File: config.mk
export PLATFORM = sky130hd
export DESIGN_NAME = sbt_match
export DESIGN_NICKNAME = d
export VERILOG_FILES = /design/src/hdl/sbt_pkg.sv /design/src/hdl/sbt_match.sv
export SDC_FILE = /design/constraint.sdc
export NUM_CORES = 2
export LEC_CHECK = 0
export BUFFER_PORTS_ARGS = -buffer_cell sky130_fd_sc_hd__buf_2
export CELL_PAD_IN_SITES_DETAIL_PLACEMENT = 0
export CELL_PAD_IN_SITES_GLOBAL_PLACEMENT = 1
export CORE_ASPECT_RATIO = 1.2
export CORE_MARGIN = 2
export CORE_UTILIZATION = 55
export DETAILED_ROUTE_END_ITERATION = 6
export PLACE_DENSITY = 0.95
export SLEW_MARGIN = 20
export SYNTH_ARGS = -nofsm -noshare
export SYNTH_HDL_FRONTEND = slang
export SYNTH_SLANG_ARGS = --single-unit
export TNS_END_PERCENT = 20
File: constraint.sdc
create_clock -name vclk -period 31.7
set_clock_uncertainty 0.2 [all_clocks]
set_input_delay 3.17 -clock vclk [all_inputs]
set_output_delay 3.17 -clock vclk [all_outputs]
set_load 0.05 [all_outputs]
File: src/hdl/sbt_pkg.sv
`timescale 1ns / 1ps
`default_nettype none
// ---------------------------------------------------------------------------
// sbt_pkg: shared types and constants
// Slot record, controller states and register indexes for the blob tracker.
// ---------------------------------------------------------------------------
package sbt_pkg;

  localparam int unsigned TrackSlotsDef = 32;

  localparam int unsigned AreaW = 20;
  localparam int unsigned CtrW  = 16;
  localparam int unsigned HalfW = 15;   // halved center
  localparam int unsigned BoxW  = 12;
  localparam int unsigned HitW  = 16;
  localparam int unsigned MissW = 8;
  localparam int unsigned FracW = 8;
  localparam int unsigned CfgIdxW = 3;

  // register indexes on the configuration channel
  localparam logic [CfgIdxW-1:0] RegMinArea  = 3'd0;
  localparam logic [CfgIdxW-1:0] RegAreaFrac = 3'd1;
  localparam logic [CfgIdxW-1:0] RegCtrFrac  = 3'd2;
  localparam logic [CfgIdxW-1:0] RegMaxMiss  = 3'd3;
  localparam logic [CfgIdxW-1:0] RegAlarmHit = 3'd4;

  // command codes
  localparam logic CmdDetect   = 1'b0;
  localparam logic CmdEndFrame = 1'b1;

  typedef struct packed {
    logic             active;
    logic             hit;
    logic [AreaW-2:0] area;    // halved area
    logic [HalfW-1:0] cx;
    logic [HalfW-1:0] cy;
    logic [BoxW-1:0]  bx;
    logic [BoxW-1:0]  by;
    logic [BoxW-1:0]  bw;
    logic [BoxW-1:0]  bh;
    logic [HitW-1:0]  hits;
    logic [MissW-1:0] miss;
  } slot_t;

  typedef enum logic [2:0] {
    ST_IDLE,
    ST_DET,
    ST_FILL,
    ST_EOF,
    ST_FLUSH
  } state_e;

endpackage
`default_nettype wire

File: src/hdl/sbt_match.sv
`timescale 1ns / 1ps
`default_nettype none
// ---------------------------------------------------------------------------
// sbt_match: slot versus detection test
// Cross-multiplied area change and squared center shift tests.
// ---------------------------------------------------------------------------
module sbt_match (
  input  wire logic [sbt_pkg::AreaW-2:0] slot_area_i,
  input  wire logic [sbt_pkg::HalfW-1:0] slot_cx_i,
  input  wire logic [sbt_pkg::HalfW-1:0] slot_cy_i,
  input  wire logic [sbt_pkg::AreaW-2:0] det_area_i,
  input  wire logic [sbt_pkg::HalfW-1:0] det_cx_i,
  input  wire logic [sbt_pkg::HalfW-1:0] det_cy_i,
  input  wire logic [sbt_pkg::FracW-1:0] area_frac_i,
  input  wire logic [sbt_pkg::FracW-1:0] ctr_frac_i,
  output logic                           match_o
);
  import sbt_pkg::*;

  localparam int unsigned ProdW = AreaW + FracW + 1;
  localparam int unsigned SqW   = 2 * HalfW + 1;

  logic [AreaW-2:0] d;
  logic [HalfW-1:0] dx, dy;
  logic [ProdW-1:0] d_scaled, area_lim, ctr_lim;
  logic [SqW-1:0]   sq_shift;
  logic             area_ok, ctr_ok;

  // absolute differences
  assign d  = (slot_area_i > det_area_i) ? slot_area_i - det_area_i : det_area_i - slot_area_i;
  assign dx = (slot_cx_i > det_cx_i) ? slot_cx_i - det_cx_i : det_cx_i - slot_cx_i;
  assign dy = (slot_cy_i > det_cy_i) ? slot_cy_i - det_cy_i : det_cy_i - slot_cy_i;

  // area test: d*256 < frac*(slot_area+1)
  assign d_scaled = ProdW'({d, 8'd0});
  assign area_lim = ProdW'(area_frac_i) * ProdW'({1'b0, slot_area_i} + AreaW'(1));
  assign area_ok  = d_scaled < area_lim;

  // center test: dx^2+dy^2 < frac*(det_area+1), compared at full square width
  assign sq_shift = SqW'(dx) * SqW'(dx) + SqW'(dy) * SqW'(dy);
  assign ctr_lim  = ProdW'(ctr_frac_i) * ProdW'({1'b0, det_area_i} + AreaW'(1));
  assign ctr_ok   = sq_shift < SqW'(ctr_lim);

  assign match_o = area_ok && ctr_ok;

endmodule
`default_nettype wire

==> flow_summary.json <==
{
  "status": "finished clean",
  "fin_nets": 4428,
  "yosysTopAreaCell": "fa_1",
  "worst_path_most_repeated_cell": "fa_1",
  "grt-ovfl-total": 0,
  "maxSlewViolCount": 0,
  "drive_above_1_share_pct": 5.632,
  "grt_usage_pct": 26.17,
  "first_pass_iters": 5,
  "yosysMostFrequentCell": "inv_1",
  "slowest_stage": "xor2_1",
  "routedWlPerCell_um": 16.30,
  "cap_violations": 0,
  "ant_nets": 0,
  "antenna_found_initial": 6,
  "fin_crit_ps": 18580,
  "regArea_um2": 0,
  "fmax_mhz": 53.81,
  "ys_seq_area_share_pct": 0,
  "synth.distinct_cells": 76,
  "dp_worst_setup_slack_ps": 13200,
  "fin_setup_tns_ps": 0,
  "worstSetupStartpointType": "primary input",
  "fp.dieH_um": 251.0,
  "holdBufCountCts": 0,
  "synth_top_area_share_pct": 39.37,
  "die_area_mm2": 0.05267,
  "ios": 115,
  "worstHoldStart": "slot_cy_i[14]",
  "finalWorstSetupSlack_ps": 13120,
  "path_max_fanout": 25,
  "synthTopCellsByArea": "fa_1 (39%), ha_1 (18%), inv_1 (10%)",
  "initial_core_util_pct": 55.68,
  "place.gp.congestion": 0.9447,
  "cp.arrival_ps": 15210,
  "finalSetupViolations": 0,
  "route.detailed.drc": 0,
  "clkbuf_count": 0,
  "dp_hpwl_um": 57630,
  "postSynthAreaPerCell_um2": 8.461,
  "yosys_warnings": 0,
  "num_vias": 21740,
  "critPathMaxStageDelay_ps": 900,
  "fin_util_pct": 58.02,
  "max_slew_margin_pct": 24.35,
  "portBuffers": 115,
  "path_class": "primary input to output pin",
  "worstSetupEndpointType": "output pin",
  "min_to": "match_o",
  "rsz0062_at_grt": "no",
  "die_width_um": 209.8,
  "viasPerCell": 5.427,
  "critPathTopFamily": "adder cells",
  "tightest_slew_ps": 1131,
  "crit_buf_inv": 9,
  "post_synth_most_frequent_cells": "inv_1 (761), fa_1 (550), ha_1 (406), nand2_1 (345), nor2_1 (177)",
  "min_delay_path_depth": 9,
  "synthCells": 3305,
  "hold_class": "primary input to output pin",
  "seq_cells": 0,
  "cp.required_ps": 28330,
  "cts_resized": 0,
  "grt_pass1_vias": 23600,
  "synth_area_mm2": 0.02796,
  "postCtsSetupBuffers": 0,
  "area_growth_pct": 4.206,
  "hold_viol": 0,
  "core_area_mm2": 0.05022,
  "syn-num-nets": 4375,
  "wl_um": 65260,
  "grt_pass1_wl_um": 112800,
  "drt_iter0_drc": 1019,
  "row_count": 90,
  "min_period_over_period_pct": 58.63,
  "grt_max_degree": 26
}
-- cells by family (layout without fill, tap and decap cells) --
group | count (synthesis) | count (layout) | share of synthesized area, %
adder cells (fa/ha/maj) | 956 | 956 | 57.54
buffers and inverters | 865 | 916 | 11.76
AND/OR/NAND/NOR | 851 | 851 | 14.15
AO/OA/AOI/OAI | 439 | 439 | 10.01
XOR/XNOR | 162 | 162 | 5.342
multiplexers | 32 | 32 | 1.195
other | 0 | 5 | 0
-- layer usage --
layer	track usage, %	part of all wire, %	routed length, µm
met5	0	0.017	11
met4	8.409	3.9	2542
met3	1.424	4.0	2617
met2	49.07	52	33780
met1	32.12	40	26310
-- layout by cell type (no fill, tap or decap), types with 5 or more instances in the layout --
master / n
o211ai_1: 12
fa_1: 550
o21bai_1: 21
a21oi_1: 157
xor2_2: 5
mux2_2: 7
inv_2: 21
and3_1: 13
o21ai_1: 5
mux2i_1: 24
inv_1: 761
ha_1: 406
nand2b_1: 37
or2_1: 6
buf_4: 17
a21o_1: 74
diode_2: 5
nand3_1: 37
and2_1: 127
xnor2_1: 98
buf_2: 115
o21a_1: 18
nand2_1: 345
a211oi_1: 18
nor4_1: 5
or3_1: 5
nor2b_1: 29
o21ai_0: 73
a31oi_1: 9
xor2_1: 54
xnor2_2: 5
nor3_1: 31
nor2_1: 177
or2_2: 6
nand4_1: 18
-- cell type report --
type | count | area (µm²)
timing repair buffer | 132 | 703.2
fill | 4658 | 21080
multi-input combinational | 2440 | 24680
inverter | 784 | 2943
antenna | 5 | 12.51
tap | 644 | 805.8
-- metrics by stage --
| step | hold slack (ps) | cell area, µm² | instances |
|---|---|---|---|
| floorplan | 7063 | 27960 | 3305 |
| global placement | 7588 | 29130 | 4000 |
| detailed placement | 7559 | 29130 | 4000 |
| CTS | 7589 | 29130 | 4000 |
| global route | 7679 | 29130 | 4002 |
| finish | 7586 | 29140 | 4005 |
-- how the worst max path moves through the flow --
| stage | startpoint | to | cells after the start |
|---|---|---|---|
| 6_report | slot_cy_i[1] | match_o | 46 |
| 4_1_cts | slot_cy_i[1] | match_o | 46 |
| 3_3_place_gp | slot_cy_i[1] | match_o | 46 |
| 3_5_place_dp | slot_cy_i[1] | match_o | 46 |
| 2_1_floorplan | slot_cx_i[4] | match_o | 49 |
| 5_1_grt | slot_cy_i[1] | match_o | 46 |
Power is left out: the tool's default activity adds up to more than one toggle a clock period on the data nets, which glitch-free logic cannot reach.
