[src/hdl/sbt_pkg.sv]
`timescale 1ns / 1ps
`default_nettype none
// ---------------------------------------------------------------------------
// sbt_pkg: shared types and constants
// Slot record, controller states and register indexes for the blob tracker.
// ---------------------------------------------------------------------------
package sbt_pkg;

  localparam int unsigned TrackSlotsDef = 32;

  localparam int unsigned AreaW = 20;
  localparam int unsigned CtrW  = 16;
  localparam int unsigned HalfW = 15;   // halved center
  localparam int unsigned BoxW  = 12;
  localparam int unsigned HitW  = 16;
  localparam int unsigned MissW = 8;
  localparam int unsigned FracW = 8;
  localparam int unsigned CfgIdxW = 3;

  // register indexes on the configuration channel
  localparam logic [CfgIdxW-1:0] RegMinArea  = 3'd0;
  localparam logic [CfgIdxW-1:0] RegAreaFrac = 3'd1;
  localparam logic [CfgIdxW-1:0] RegCtrFrac  = 3'd2;
  localparam logic [CfgIdxW-1:0] RegMaxMiss  = 3'd3;
  localparam logic [CfgIdxW-1:0] RegAlarmHit = 3'd4;

  // command codes
  localparam logic CmdDetect   = 1'b0;
  localparam logic CmdEndFrame = 1'b1;

  typedef struct packed {
    logic             active;
    logic             hit;
    logic [AreaW-2:0] area;    // halved area
    logic [HalfW-1:0] cx;
    logic [HalfW-1:0] cy;
    logic [BoxW-1:0]  bx;
    logic [BoxW-1:0]  by;
    logic [BoxW-1:0]  bw;
    logic [BoxW-1:0]  bh;
    logic [HitW-1:0]  hits;
    logic [MissW-1:0] miss;
  } slot_t;

  typedef enum logic [2:0] {
    ST_IDLE,
    ST_DET,
    ST_FILL,
    ST_EOF,
    ST_FLUSH
  } state_e;

endpackage
`default_nettype wire

[src/hdl/sbt_cell.sv]
`timescale 1ns / 1ps
`default_nettype none
// ---------------------------------------------------------------------------
// sbt_cell: one slot of the track chain
// Holds one slot record; shifts in its neighbor's record or takes a direct load.
// ---------------------------------------------------------------------------
module sbt_cell (
  input  wire logic          clk_i,
  input  wire logic          rst_ni,
  input  wire logic          shift_i,
  input  wire sbt_pkg::slot_t shift_d_i,
  input  wire logic          load_i,
  input  wire sbt_pkg::slot_t load_d_i,
  output sbt_pkg::slot_t     slot_o
);
  import sbt_pkg::*;

  slot_t slot_q, slot_d;

  // load wins over shift
  always_comb begin
    slot_d = slot_q;
    if (load_i) begin
      slot_d = load_d_i;
    end else if (shift_i) begin
      slot_d = shift_d_i;
    end
  end

  // slot record; empty and cleared at reset
  always_ff @(posedge clk_i or negedge rst_ni) begin
    if (!rst_ni) begin
      slot_q <= '0;
    end else begin
      slot_q <= slot_d;
    end
  end

  assign slot_o = slot_q;

endmodule
`default_nettype wire

[config.mk]
export PLATFORM = sky130hd
export DESIGN_NAME = sbt_cell
export DESIGN_NICKNAME = d
export VERILOG_FILES = /design/src/hdl/sbt_pkg.sv /design/src/hdl/sbt_cell.sv
export SDC_FILE = /design/constraint.sdc
export NUM_CORES = 1
export LEC_CHECK = 0
export ABC_CLOCK_PERIOD_IN_PS = 1100
export BUFFER_PORTS_ARGS = -buffer_cell sky130_fd_sc_hd__buf_2
export CAP_MARGIN = 10
export CORE_ASPECT_RATIO = 1.75
export CORE_MARGIN = 1
export CORE_UTILIZATION = 23
export DETAILED_ROUTE_END_ITERATION = 10
export SLEW_MARGIN = 20
export SYNTH_ARGS = -nofsm -noshare
export SYNTH_HDL_FRONTEND = slang
export SYNTH_SLANG_ARGS = --single-unit
[constraint.sdc]
create_clock -name clk_i -period 1.1 [get_ports clk_i]
set_input_delay 0.055 -clock clk_i [delete_from_list [all_inputs] [get_ports clk_i]]
set_output_delay 0.055 -clock clk_i [all_outputs]
set_load 0.05 [all_outputs]
==> results of run 1 <==
cells in the mapped netlist (all sizes together):
master / number / area (um^2)
nand2: 123 / 461.7
clkbuf: 24 / 90.09
buf: 17 / 180.2
o21ai: 123 / 615.6
mux2i: 123 / 1231
dfrtp: 123 / 3078
cell families after synthesis:
group	synth area share, %
AOI/OAI and AO/OA	10.88
buffers and inverters	4.778
DFF	54.41
muxes	21.77
and+or+nand+nor	8.162
per-stage QoR:
stage | hold slack, ns | utilization [%] | instances | area [um^2]
2_1_floorplan | -0.2406 | - | 533 | 5657
3_3_place_gp | -0.05388 | 33.01 | 1196 | 7929
3_5_place_dp | -0.05270 | 33.01 | 1196 | 7929
==> impl_metrics.yaml, run 1 <==
floorplanning:
  initial_utilization_pct: 23.55
  floorplan.die.width_um: 120.6
  die_y_um: 209.5
  floorplan.io_pins: 373
  row_count: 75
outcome:
  first-error: "[ERROR RSZ-0060] Max buffer count reached."
  status: "did not finish"
  outcome.stop_stage: "clock tree synthesis (4_1_cts)"
clock_tree:
  cts_hold_buffers: 246
  clock_tree.buffer_depth: 2
  cts_setup_buffers: 0
  number_of_cells_upsized_or_downsized_after_cts: 182
  cts_buffers: 17
  cts_root_buf: "sky130_fd_sc_hd__clkbuf_16"
  cts_h_tree_depth: 4
  clock-sinks: 123
synth:
  synth_cells: 533
  yosysWarningCount: 0
  synth_cell_type_count: 9
  synth.net_count: 783
  yosysSeqAreaShare_pct: 54.41
  postSynthRegisterBits: 123
  syn_avg_cell_area_um2: 10.61
  synthesis.area_mm2: 0.005657
placement:
  detailed_place_hpwl_um: 14400
  dp_slack_ns: 0.1594
  number_of_port_buffers: 372
  routabilityCongestion: 0.8627
==> run 2: changes to the inputs <==
- CORE_ASPECT_RATIO: 1.75 -> default
- CORE_UTILIZATION: 23 -> 20
- PLACE_DENSITY_LB_ADDON: default -> 0.15
==> impl_metrics.yaml, run 2 <==
outcome:
  status: "complete, no violations"
placement:
  detailed_place_hpwl_um: 14830
  routabilityCongestion: 0.7506
  number_of_port_buffers: 372
synth:
  async_flop_share_pct: 100.0
  yosysTopAreaCell: "sky130_fd_sc_hd__dfrtp_1"
  synth.net_count: 783
  synth_cell_type_count: 9
  synth_cells: 533
  netlist_top_cells_count: "123 x sky130_fd_sc_hd__dfrtp_1, 123 x sky130_fd_sc_hd__mux2i_1, 123 x sky130_fd_sc_hd__nand2_1"
  yosysWarningCount: 0
  netlist.area_leader.share_pct: 54.41
  synthesis.area_mm2: 0.005657
  number_of_synthesized_flops_with_an_enable_pin: 0
  syn_avg_cell_area_um2: 10.61
  yosys-top-cells-area: "sky130_fd_sc_hd__dfrtp_1 54%, sky130_fd_sc_hd__mux2i_1 22%, sky130_fd_sc_hd__nand2_1 8.2%, sky130_fd_sc_hd__o21ai_1 6.2%, sky130_fd_sc_hd__o21ai_0 4.7%"
  synth-main-ff-cell: "sky130_fd_sc_hd__dfrtp_1"
  yosysSeqAreaShare_pct: 54.41
  postSynthRegisterBits: 123
cells_and_area:
  commonest_cells_after_routing_fill_and_taps_aside: "247 x sky130_fd_sc_hd__dlygate4sd3_1, 247 x sky130_fd_sc_hd__buf_2, 123 x sky130_fd_sc_hd__mux2i_1, 123 x sky130_fd_sc_hd__nand2_1, 123 x sky130_fd_sc_hd__dfrtp_1"
  antenna_cells_inserted: 0
  syn2layout_area_growth_pct: 106.0
  num-nets-final: 1416
  largest_register_ff_count: 123
  final_layout_size_suffix_gt1_share_pct: 37.32
worst_setup_path:
  timing.critical_path.slowest_stage_cell: "sky130_fd_sc_hd__dfrtp_1"
  critical_path.startpoint_type: "flop"
  crit_path_cell_trace: "buf_6"
  timing.critical_path.slowest_cell_delay_ns: 0.42
  critPathArrivalTime_ns: 1.01
  timing.setup.critical_path_class: "flop to output pin"
  crit_required_ns: 1.04
  gate_family_responsible_for_the_most_delay_along_the_worst_path: "flip-flops"
  cp-end-kind: "output pin"
  worst-path-max-fanout: 2
  crit_buf_inv: 1
drt:
  drc: 0
  drt-pass1-iter-count: 4
  finalWirelength_um: 22270
  route.detailed.wl_per_inst_um: 14.31
  drt-vias-per-instance: 4.028
  drt-initial-drc-count: 260
  antenna_left: 0
  via_count: 6271
sta:
  final_max_slew_viol_count: 0
  max_slew_margin_pct: 67.44
  final_number_of_hold_violating_endpoints: 0
  max_slew.worst_pin.slew_ns: 0.4884
  setup_viol: 0
  finClkSkew_ns: 0
  period_share_pct: 96.91
  top_achievable_clock_speed_ghz: 0.9381
  setup_repair_after_global_routing_missed_its_margin: "true"
  tns_ns: 0
  final.min_clock_period_ns: 1.066
clock_tree:
  clk-insertion-delay-late_ns: 0.40
  cts_tree: "done"
  cts_h_tree_depth: 4
  cts_buffers: 17
  clock-sinks: 123
  cts_root_buf: "sky130_fd_sc_hd__clkbuf_16"
  clock_tree.buffer_depth: 2
  cts_setup_buffers: 0
  cts.reportedPaths.clkPinSlew_ns: 0.07
floorplanning:
  core_footprint_mm2: 0.02778
  row_count: 61
  floorplan.io_pins: 373
  die_y_um: 170.2
  floorplan.die.width_um: 170.2
  die-area_mm2: 0.02896
  initial_utilization_pct: 20.36
min_path:
  holdCritPathClass: "primary input to flop"
grt:
  grtUsageTotal_pct: 15.27
  maximum_number_of_pins_on_one_net_before_global_route_repair: 39
  global_route.overflow_total: 0
  grt_pass1_vias: 6775
  grt_first_pass_wirelength_um: 34420
  initial_antenna_violation_count: 0
power_and_ir_drop:
  power-per-cell-area_mw_per_mm2: 1382
  p_total_mw: 16.10
  vdd_drop_max_mv: 0.7374
  power.leakage_nw: 5.810
flow_run:
  max_cap_violations: 0
==> run 2: what timing repair did <==
action                                  CTS  global route
endpoints found under the setup margin  104            28
gates resized for setup                 108            33
hold buffers                            247             0
hold endpoints to repair                246             0
==> run 2: final timing paths <==
check | start | endpoint | slack (ns) | cells after the start
setup reg to reg | slot_o[109] | slot_o[109] | 0.31 | 2
max in group asynchronous | rst_ni | slot_o[112] | 0.44 | 3
setup / recovery | slot_o[44] | slot_o[44] | 0.03 | 1
hold / removal | load_i | slot_o[64] | 0.05 | 3
min in group asynchronous | rst_ni | slot_o[64] | 0.17 | 2
hold reg to reg | slot_o[114] | slot_o[114] | 0.54 | 2
==> run 2: worst min-delay path, delay by kind of cell <==
family | cells | cell delay, ns
AOI/OAI and AO/OA | 1 | 0.05
buffers and inverters | 1 | 0.19
and+or+nand+nor | 1 | 0.09
==> run 2: area by class of cell <==
cell class / count / area (um^2)
fillers: 2754 / 16130
repair buffers: 655 / 5140
flip-flops and latches: 123 / 3078
multi-input cells: 369 / 2308
well taps: 378 / 473.0
clock buffers: 20 / 466.7
clock inverters: 12 / 185.2
==> run 2: power by group <==
group	total [mW]	switching [mW]	internal [mW]	leakage, nW
combinational	4.61	2.64	1.97	4.02
clock	6.28	2.27	4.01	0.306
sequential	5.21	0.264	4.95	1.48
==> run 2: cell families (layout without fill, tap and decap cells) <==
logic type	after synthesis	count (layout)	synth area share, %
compound gates	123	123	10.88
simple gates	123	123	8.162
flops	123	123	54.41
mux	123	123	21.77
buf+inv	41	687	4.778
==> run 2: layer usage <==
| layer | part of all wire [%] | GRT usage (%) | up-vias | wire (um) |
|---|---|---|---|---|
| met2 | 51 | 27.66 | 237 | 11300 |
| met3 | 6.0 | 3.512 | 26 | 1336 |
| met4 | 2.0 | 6.110 | 0 | 454 |
| li1 | - | - | 3107 | - |
| met5 | 0 | 0 | - | 0 |
| met1 | 41 | 17.20 | 2901 | 9183 |
==> run 2: stage by stage <==
step	worst slack (ns)	util, %	hold WS (ns)	std cells	cell area (um^2)
after global routing	-0.01780	41.94	0.05587	1557	11650
after floorplan	0.1646	-	-0.2406	533	5657
after detailed placement	0.09885	29.40	0.06418	1278	8169
after global placement	0.1030	29.40	0.05917	1278	8169
after CTS	-0.004773	41.64	0.02667	1557	11570
final	0.03397	41.94	0.05332	1557	11650
(Power assumes the default switching activity.)
==> run 3: changes to the inputs <==
- RECOVER_POWER: default -> 50
==> impl_metrics.yaml, run 3 (synthesis gave the netlist of run 2 again) <==
drt:
  finalWirelength_um: 22290
  drc: 0
  route.detailed.wl_per_inst_um: 14.32
  met3_length_um: 1346
  antenna_left: 0
  drt-pass1-iter-count: 4
  drt-initial-drc-count: 294
  met1Wirelength_um: 9189
  route.top_layer_used: "met4"
  via_count: 6262
  drt-vias-per-instance: 4.022
  detailroute.wirelength.met2_um: 11330
sta:
  top_achievable_clock_speed_ghz: 0.9382
  setup_repair_after_global_routing_missed_its_margin: "true"
  finClkSkew_ns: 0
  max_slew_margin_pct: 64.80
  setup_viol: 0
  final.min_clock_period_ns: 1.066
  max_slew.worst_pin.slew_ns: 0.5280
  final_max_slew_viol_count: 0
  final_number_of_hold_violating_endpoints: 0
  fin_ws_ns: 0.03411
  period_share_pct: 96.90
worst_setup_path:
  worst-path-max-fanout: 2
  crit_required_ns: 1.04
  crit_buf_inv: 1
  timing.critical_path.slowest_stage_cell: "sky130_fd_sc_hd__dfrtp_1"
  critPathArrivalTime_ns: 1.01
  timing.setup.critical_path_class: "flop to output pin"
  crit_path_cell_trace: "buf_6"
  critical_path.startpoint_type: "flop"
  cp-end-kind: "output pin"
  worst-r2r-setup-slack_ns: 0.31
  r2r_cells: 2
  gate_family_responsible_for_the_most_delay_along_the_worst_path: "flip-flops"
  reg_to_reg_end: "slot_o[109]"
  timing.critical_path.slowest_cell_delay_ns: 0.42
  rr_startpoint: "slot_o[109]"
clock_tree:
  cts_h_tree_depth: 4
  cts_buffers: 17
  clock_tree.buffer_depth: 2
  clk-insertion-delay-late_ns: 0.40
  cts.reportedPaths.clkPinSlew_ns: 0.07
  cts_tree: "done"
  cts_root_buf: "sky130_fd_sc_hd__clkbuf_16"
  clock-sinks: 123
cells_and_area:
  final_util_pct: 41.56
  stdcell_count: 1557
  commonest_cells_after_routing_fill_and_taps_aside: "247 x sky130_fd_sc_hd__dlygate4sd3_1, 247 x sky130_fd_sc_hd__buf_2, 123 x sky130_fd_sc_hd__mux2i_1, 123 x sky130_fd_sc_hd__nand2_1, 123 x sky130_fd_sc_hd__dfrtp_1"
  largest_register_ff_count: 123
  finish.instance_area_mm2: 0.01155
  syn2layout_area_growth_pct: 104.1
  antenna_cells_inserted: 0
  num-fill-cells: 2764
  final_layout_size_suffix_gt1_share_pct: 36.98
  num-nets-final: 1416
floorplanning:
  core_footprint_mm2: 0.02778
  floorplan.die.width_um: 170.2
  row_count: 61
  floorplan.io_pins: 373
  die-area_mm2: 0.02896
  die_y_um: 170.2
  initial_utilization_pct: 20.36
min_path:
  hold_path.startpoint: "load_i"
  holdPathStages: 3
  holdCritPathClass: "primary input to flop"
  worst_hold_path.endpoint: "slot_o[64]"
power_and_ir_drop:
  switching_share_pct: 32.08
  p_int_mw: 10.88
  power.leakage_nw: 5.763
  power.share.sequential_pct: 32.5
  netSwitchingPower_mw: 5.136
  p_total_mw: 16.01
  pwr-share-comb_pct: 28.4
  power_frac_clock_pct: 39.0
  power-per-cell-area_mw_per_mm2: 1387
  vdd_drop_max_mv: 0.7318
grt:
  grtUsageTotal_pct: 15.27
  grt_pass1_vias: 6775
  maximum_number_of_pins_on_one_net_before_global_route_repair: 39
  global_route.overflow_total: 0
  initial_antenna_violation_count: 0
  grt_first_pass_wirelength_um: 34420
placement:
  dpl-instance-area_mm2: 0.008169
  routabilityCongestion: 0.7506
  dp_slack_ns: 0.09885
  number_of_port_buffers: 372
  detailed_place_hpwl_um: 14830
  dp.cells: 1278
flow_run:
  max_cap_violations: 0
outcome:
  status: "complete, no violations"
-- run 3: how the worst max path moves through the flow --
stage,slack [ns],start,endpoint,depth (start not counted)
after CTS,-0.005,slot_o[44],slot_o[44],1
after global placement,0.10,shift_i,slot_o[22],4
after detailed placement,0.1,shift_i,slot_o[1],4
after global routing,-0.02,slot_o[102],slot_o[102],1
final,0.03,slot_o[44],slot_o[44],1
after floorplan,0.16,slot_o[0],slot_o[0],2
-- run 3: cell type report --
cell class	count	area [um^2]	share of cell area (%)
timing repair buffer	655	5035	43.61
sequential	123	3078	26.66
multi-input combinational	369	2308	19.99
tap	378	473.0	4.096
clock buffer	20	466.7	4.042
clock inverter	12	185.2	1.604
-- run 3: power groups by stage --
stage / sequential [mW] / combinational (mW) / clock, mW
detailed placement: 5.24 / 3.66 / 0
CTS: 5.20 / 4.57 / 6.50
finish: 5.21 / 4.55 / 6.25
global route: 5.26 / 4.85 / 6.66
global placement: 5.25 / 3.66 / 0
floorplan: 6.73 / 0.830 / 0
-- run 3: timing repair --
| item | CTS | global route |
|---|---|---|
| setup endpoints to repair | 104 | 28 |
| buffers inserted | 0 | 0 |
| endpoints found under the hold margin | 246 | 0 |
| pin swaps | 0 | 0 |
| resized for setup | 108 | 33 |
| hold buffers | 247 | 0 |
-- run 3: routing by layer --
layer	track usage, %	vias to the layer above
li1	-	3105
met4	6.110	0
met1	17.20	2885
met2	27.66	247
met5	0	-
met3	3.512	25
-- run 3: through the flow --
| step | hold WS, ns | setup TNS, ns |
|---|---|---|
| global placement | 0.05917 | 0 |
| floorplan | -0.2406 | 0 |
| finish | 0.05299 | 0 |
| detailed placement | 0.06418 | 0 |
| CTS | 0.02667 | -0.006969 |
| global route | 0.05587 | -0.02248 |
==> run 4: changes to the inputs <==
- ABC_CLOCK_PERIOD_IN_PS: 1100 -> 1000
- CTS_CLUSTER_DIAMETER: default -> 120
- GPL_TIMING_DRIVEN: default -> 0
- clock period: 1.1 -> 1 ns (I/O delays scaled with it)
==> impl_metrics.yaml, run 4 (synthesis gave the netlist of run 2 again) <==
min_path:
  holdPathStages: 2
  holdCritPathClass: "primary input to flop"
  hold_path.startpoint: "load_i"
  worst_hold_path.endpoint: "slot_o[23]"
clock_tree:
  cts_tree: "done"
  cts_h_tree_depth: 4
  cts_buffers: 17
  cts_root_buf: "sky130_fd_sc_hd__clkbuf_16"
  clock_tree.buffer_depth: 2
  clock-sinks: 123
  clk-insertion-delay-late_ns: 0.40
  cts.reportedPaths.clkPinSlew_ns: 0.06
worst_setup_path:
  gate_family_responsible_for_the_most_delay_along_the_worst_path: "flip-flops"
  critPathArrivalTime_ns: 1.03
  r2r_cells: 4
  rr_startpoint: "slot_o[108]"
  critical_path.startpoint_type: "flop"
  crit_required_ns: 0.95
  timing.critical_path.slowest_cell_delay_ns: 0.43
  cp-end-kind: "output pin"
  worst-r2r-setup-slack_ns: -0.02
  setup_crit_start: "slot_o[110]"
  reg_to_reg_end: "slot_o[108]"
  timing.critical_path.slowest_stage_cell: "sky130_fd_sc_hd__dfrtp_1"
  crit_buf_inv: 1
  worst-path-max-fanout: 2
  timing.setup.critical_path_class: "flop to output pin"
  crit_path_cell_trace: "buf_6"
drt:
  drt-initial-drc-count: 224
  via_count: 6612
  drc: 0
  drt-vias-per-instance: 4.145
  drt-pass1-iter-count: 4
  finalWirelength_um: 25040
  antenna_left: 0
  route.detailed.wl_per_inst_um: 15.70
outcome:
  status: "finished, violations left"
  failed_checks: "setup timing"
floorplanning:
  die_y_um: 170.2
  floorplan.die.width_um: 170.2
  die-area_mm2: 0.02896
  initial_utilization_pct: 20.36
  row_count: 61
  floorplan.io_pins: 373
  core_footprint_mm2: 0.02778
sta:
  final_number_of_hold_violating_endpoints: 0
  max_slew_margin_pct: 56.02
  period_share_pct: 108.0
  max_slew.worst_pin.slew_ns: 0.6598
  final.hold.worst_slack_ns: 0.004646
  final_max_slew_viol_count: 0
  setup_repair_after_global_routing_missed_its_margin: "true"
  setup_viol: 90
  finClkSkew_ns: 0
  top_achievable_clock_speed_ghz: 0.9257
  tns_ns: -1.193
  fin_ws_ns: -0.08022
  final.min_clock_period_ns: 1.080
power_and_ir_drop:
  power-per-cell-area_mw_per_mm2: 1477
  power.leakage_nw: 5.991
  vdd_drop_max_mv: 0.8560
placement:
  routabilityCongestion: 0.7526
  dp_slack_ns: -0.3092
  dpl-instance-area_mm2: 0.008019
  number_of_port_buffers: 370
  detailed_place_hpwl_um: 15460
cells_and_area:
  finish.instance_area_mm2: 0.01214
  most_common_cell_after_layout_fill_and_taps_aside: "sky130_fd_sc_hd__buf_2"
  commonest_cells_after_routing_fill_and_taps_aside: "249 x sky130_fd_sc_hd__buf_2, 247 x sky130_fd_sc_hd__dlygate4sd3_1, 124 x sky130_fd_sc_hd__buf_6"
  syn2layout_area_growth_pct: 114.6
  num-nets-final: 1455
  largest_register_ff_count: 123
  final_util_pct: 43.69
  antenna_cells_inserted: 0
  final_layout_size_suffix_gt1_share_pct: 37.30
grt:
  maximum_number_of_pins_on_one_net_before_global_route_repair: 65
  grt_pass1_vias: 7127
  grt_first_pass_wirelength_um: 37450
  initial_antenna_violation_count: 0
  global_route.overflow_total: 0
  grtUsageTotal_pct: 16.80
flow_run:
  max_cap_violations: 0
run 4: what timing repair did:
item / 4_1_cts / 5_1_grt
buffers inserted: 9 / 26
hold buffers: 247 / 0
resized for setup: 246 / 1
hold endpoints to repair: 186 / 0
setup endpoints to repair: 123 / 133
run 4: how the worst max path moves through the flow:
stage | to | cells after the start
after floorplan | slot_o[0] | 2
after global placement | slot_o[36] | 1
after detailed placement | slot_o[71] | 4
after CTS | slot_o[110] | 1
after global routing | slot_o[110] | 1
final | slot_o[110] | 1
run 4: metrics by stage:
stage | instances | power [mW]
after floorplan | 533 | 8.316
after global placement | 1281 | 9.735
after detailed placement | 1282 | 9.747
after CTS | 1569 | 18.00
after global routing | 1595 | 18.76
final | 1595 | 17.92
run 4: power breakdown:
group / total, mW / internal [mW] / leakage, nW / switching, mW
clock: 6.61 / 4.08 / 0.289 / 2.53
sequential: 5.79 / 5.44 / 1.48 / 0.352
combinational: 5.52 / 2.50 / 4.22 / 3.01
run 4: area by class of cell:
cell class	instances	area, um^2
Tap cell	378	473.0
Sequential cell	123	3078
Timing Repair Buffer	653	5390
Clock buffer	19	452.9
Fill cell	2637	15650
Clock inverter	12	163.9
Multi-Input combinational cell	369	2308
Buffer	41	270.3
run 4: per-layer routing:
layer  vias to the layer above  track usage (%)  wire length [um]
met1                      3121            18.91              9974
met2                       283            30.20             12830
met5                         -                0                 0
met4                         0            6.502               634
met3                        34            4.279              1609
li1                       3174                -                 -
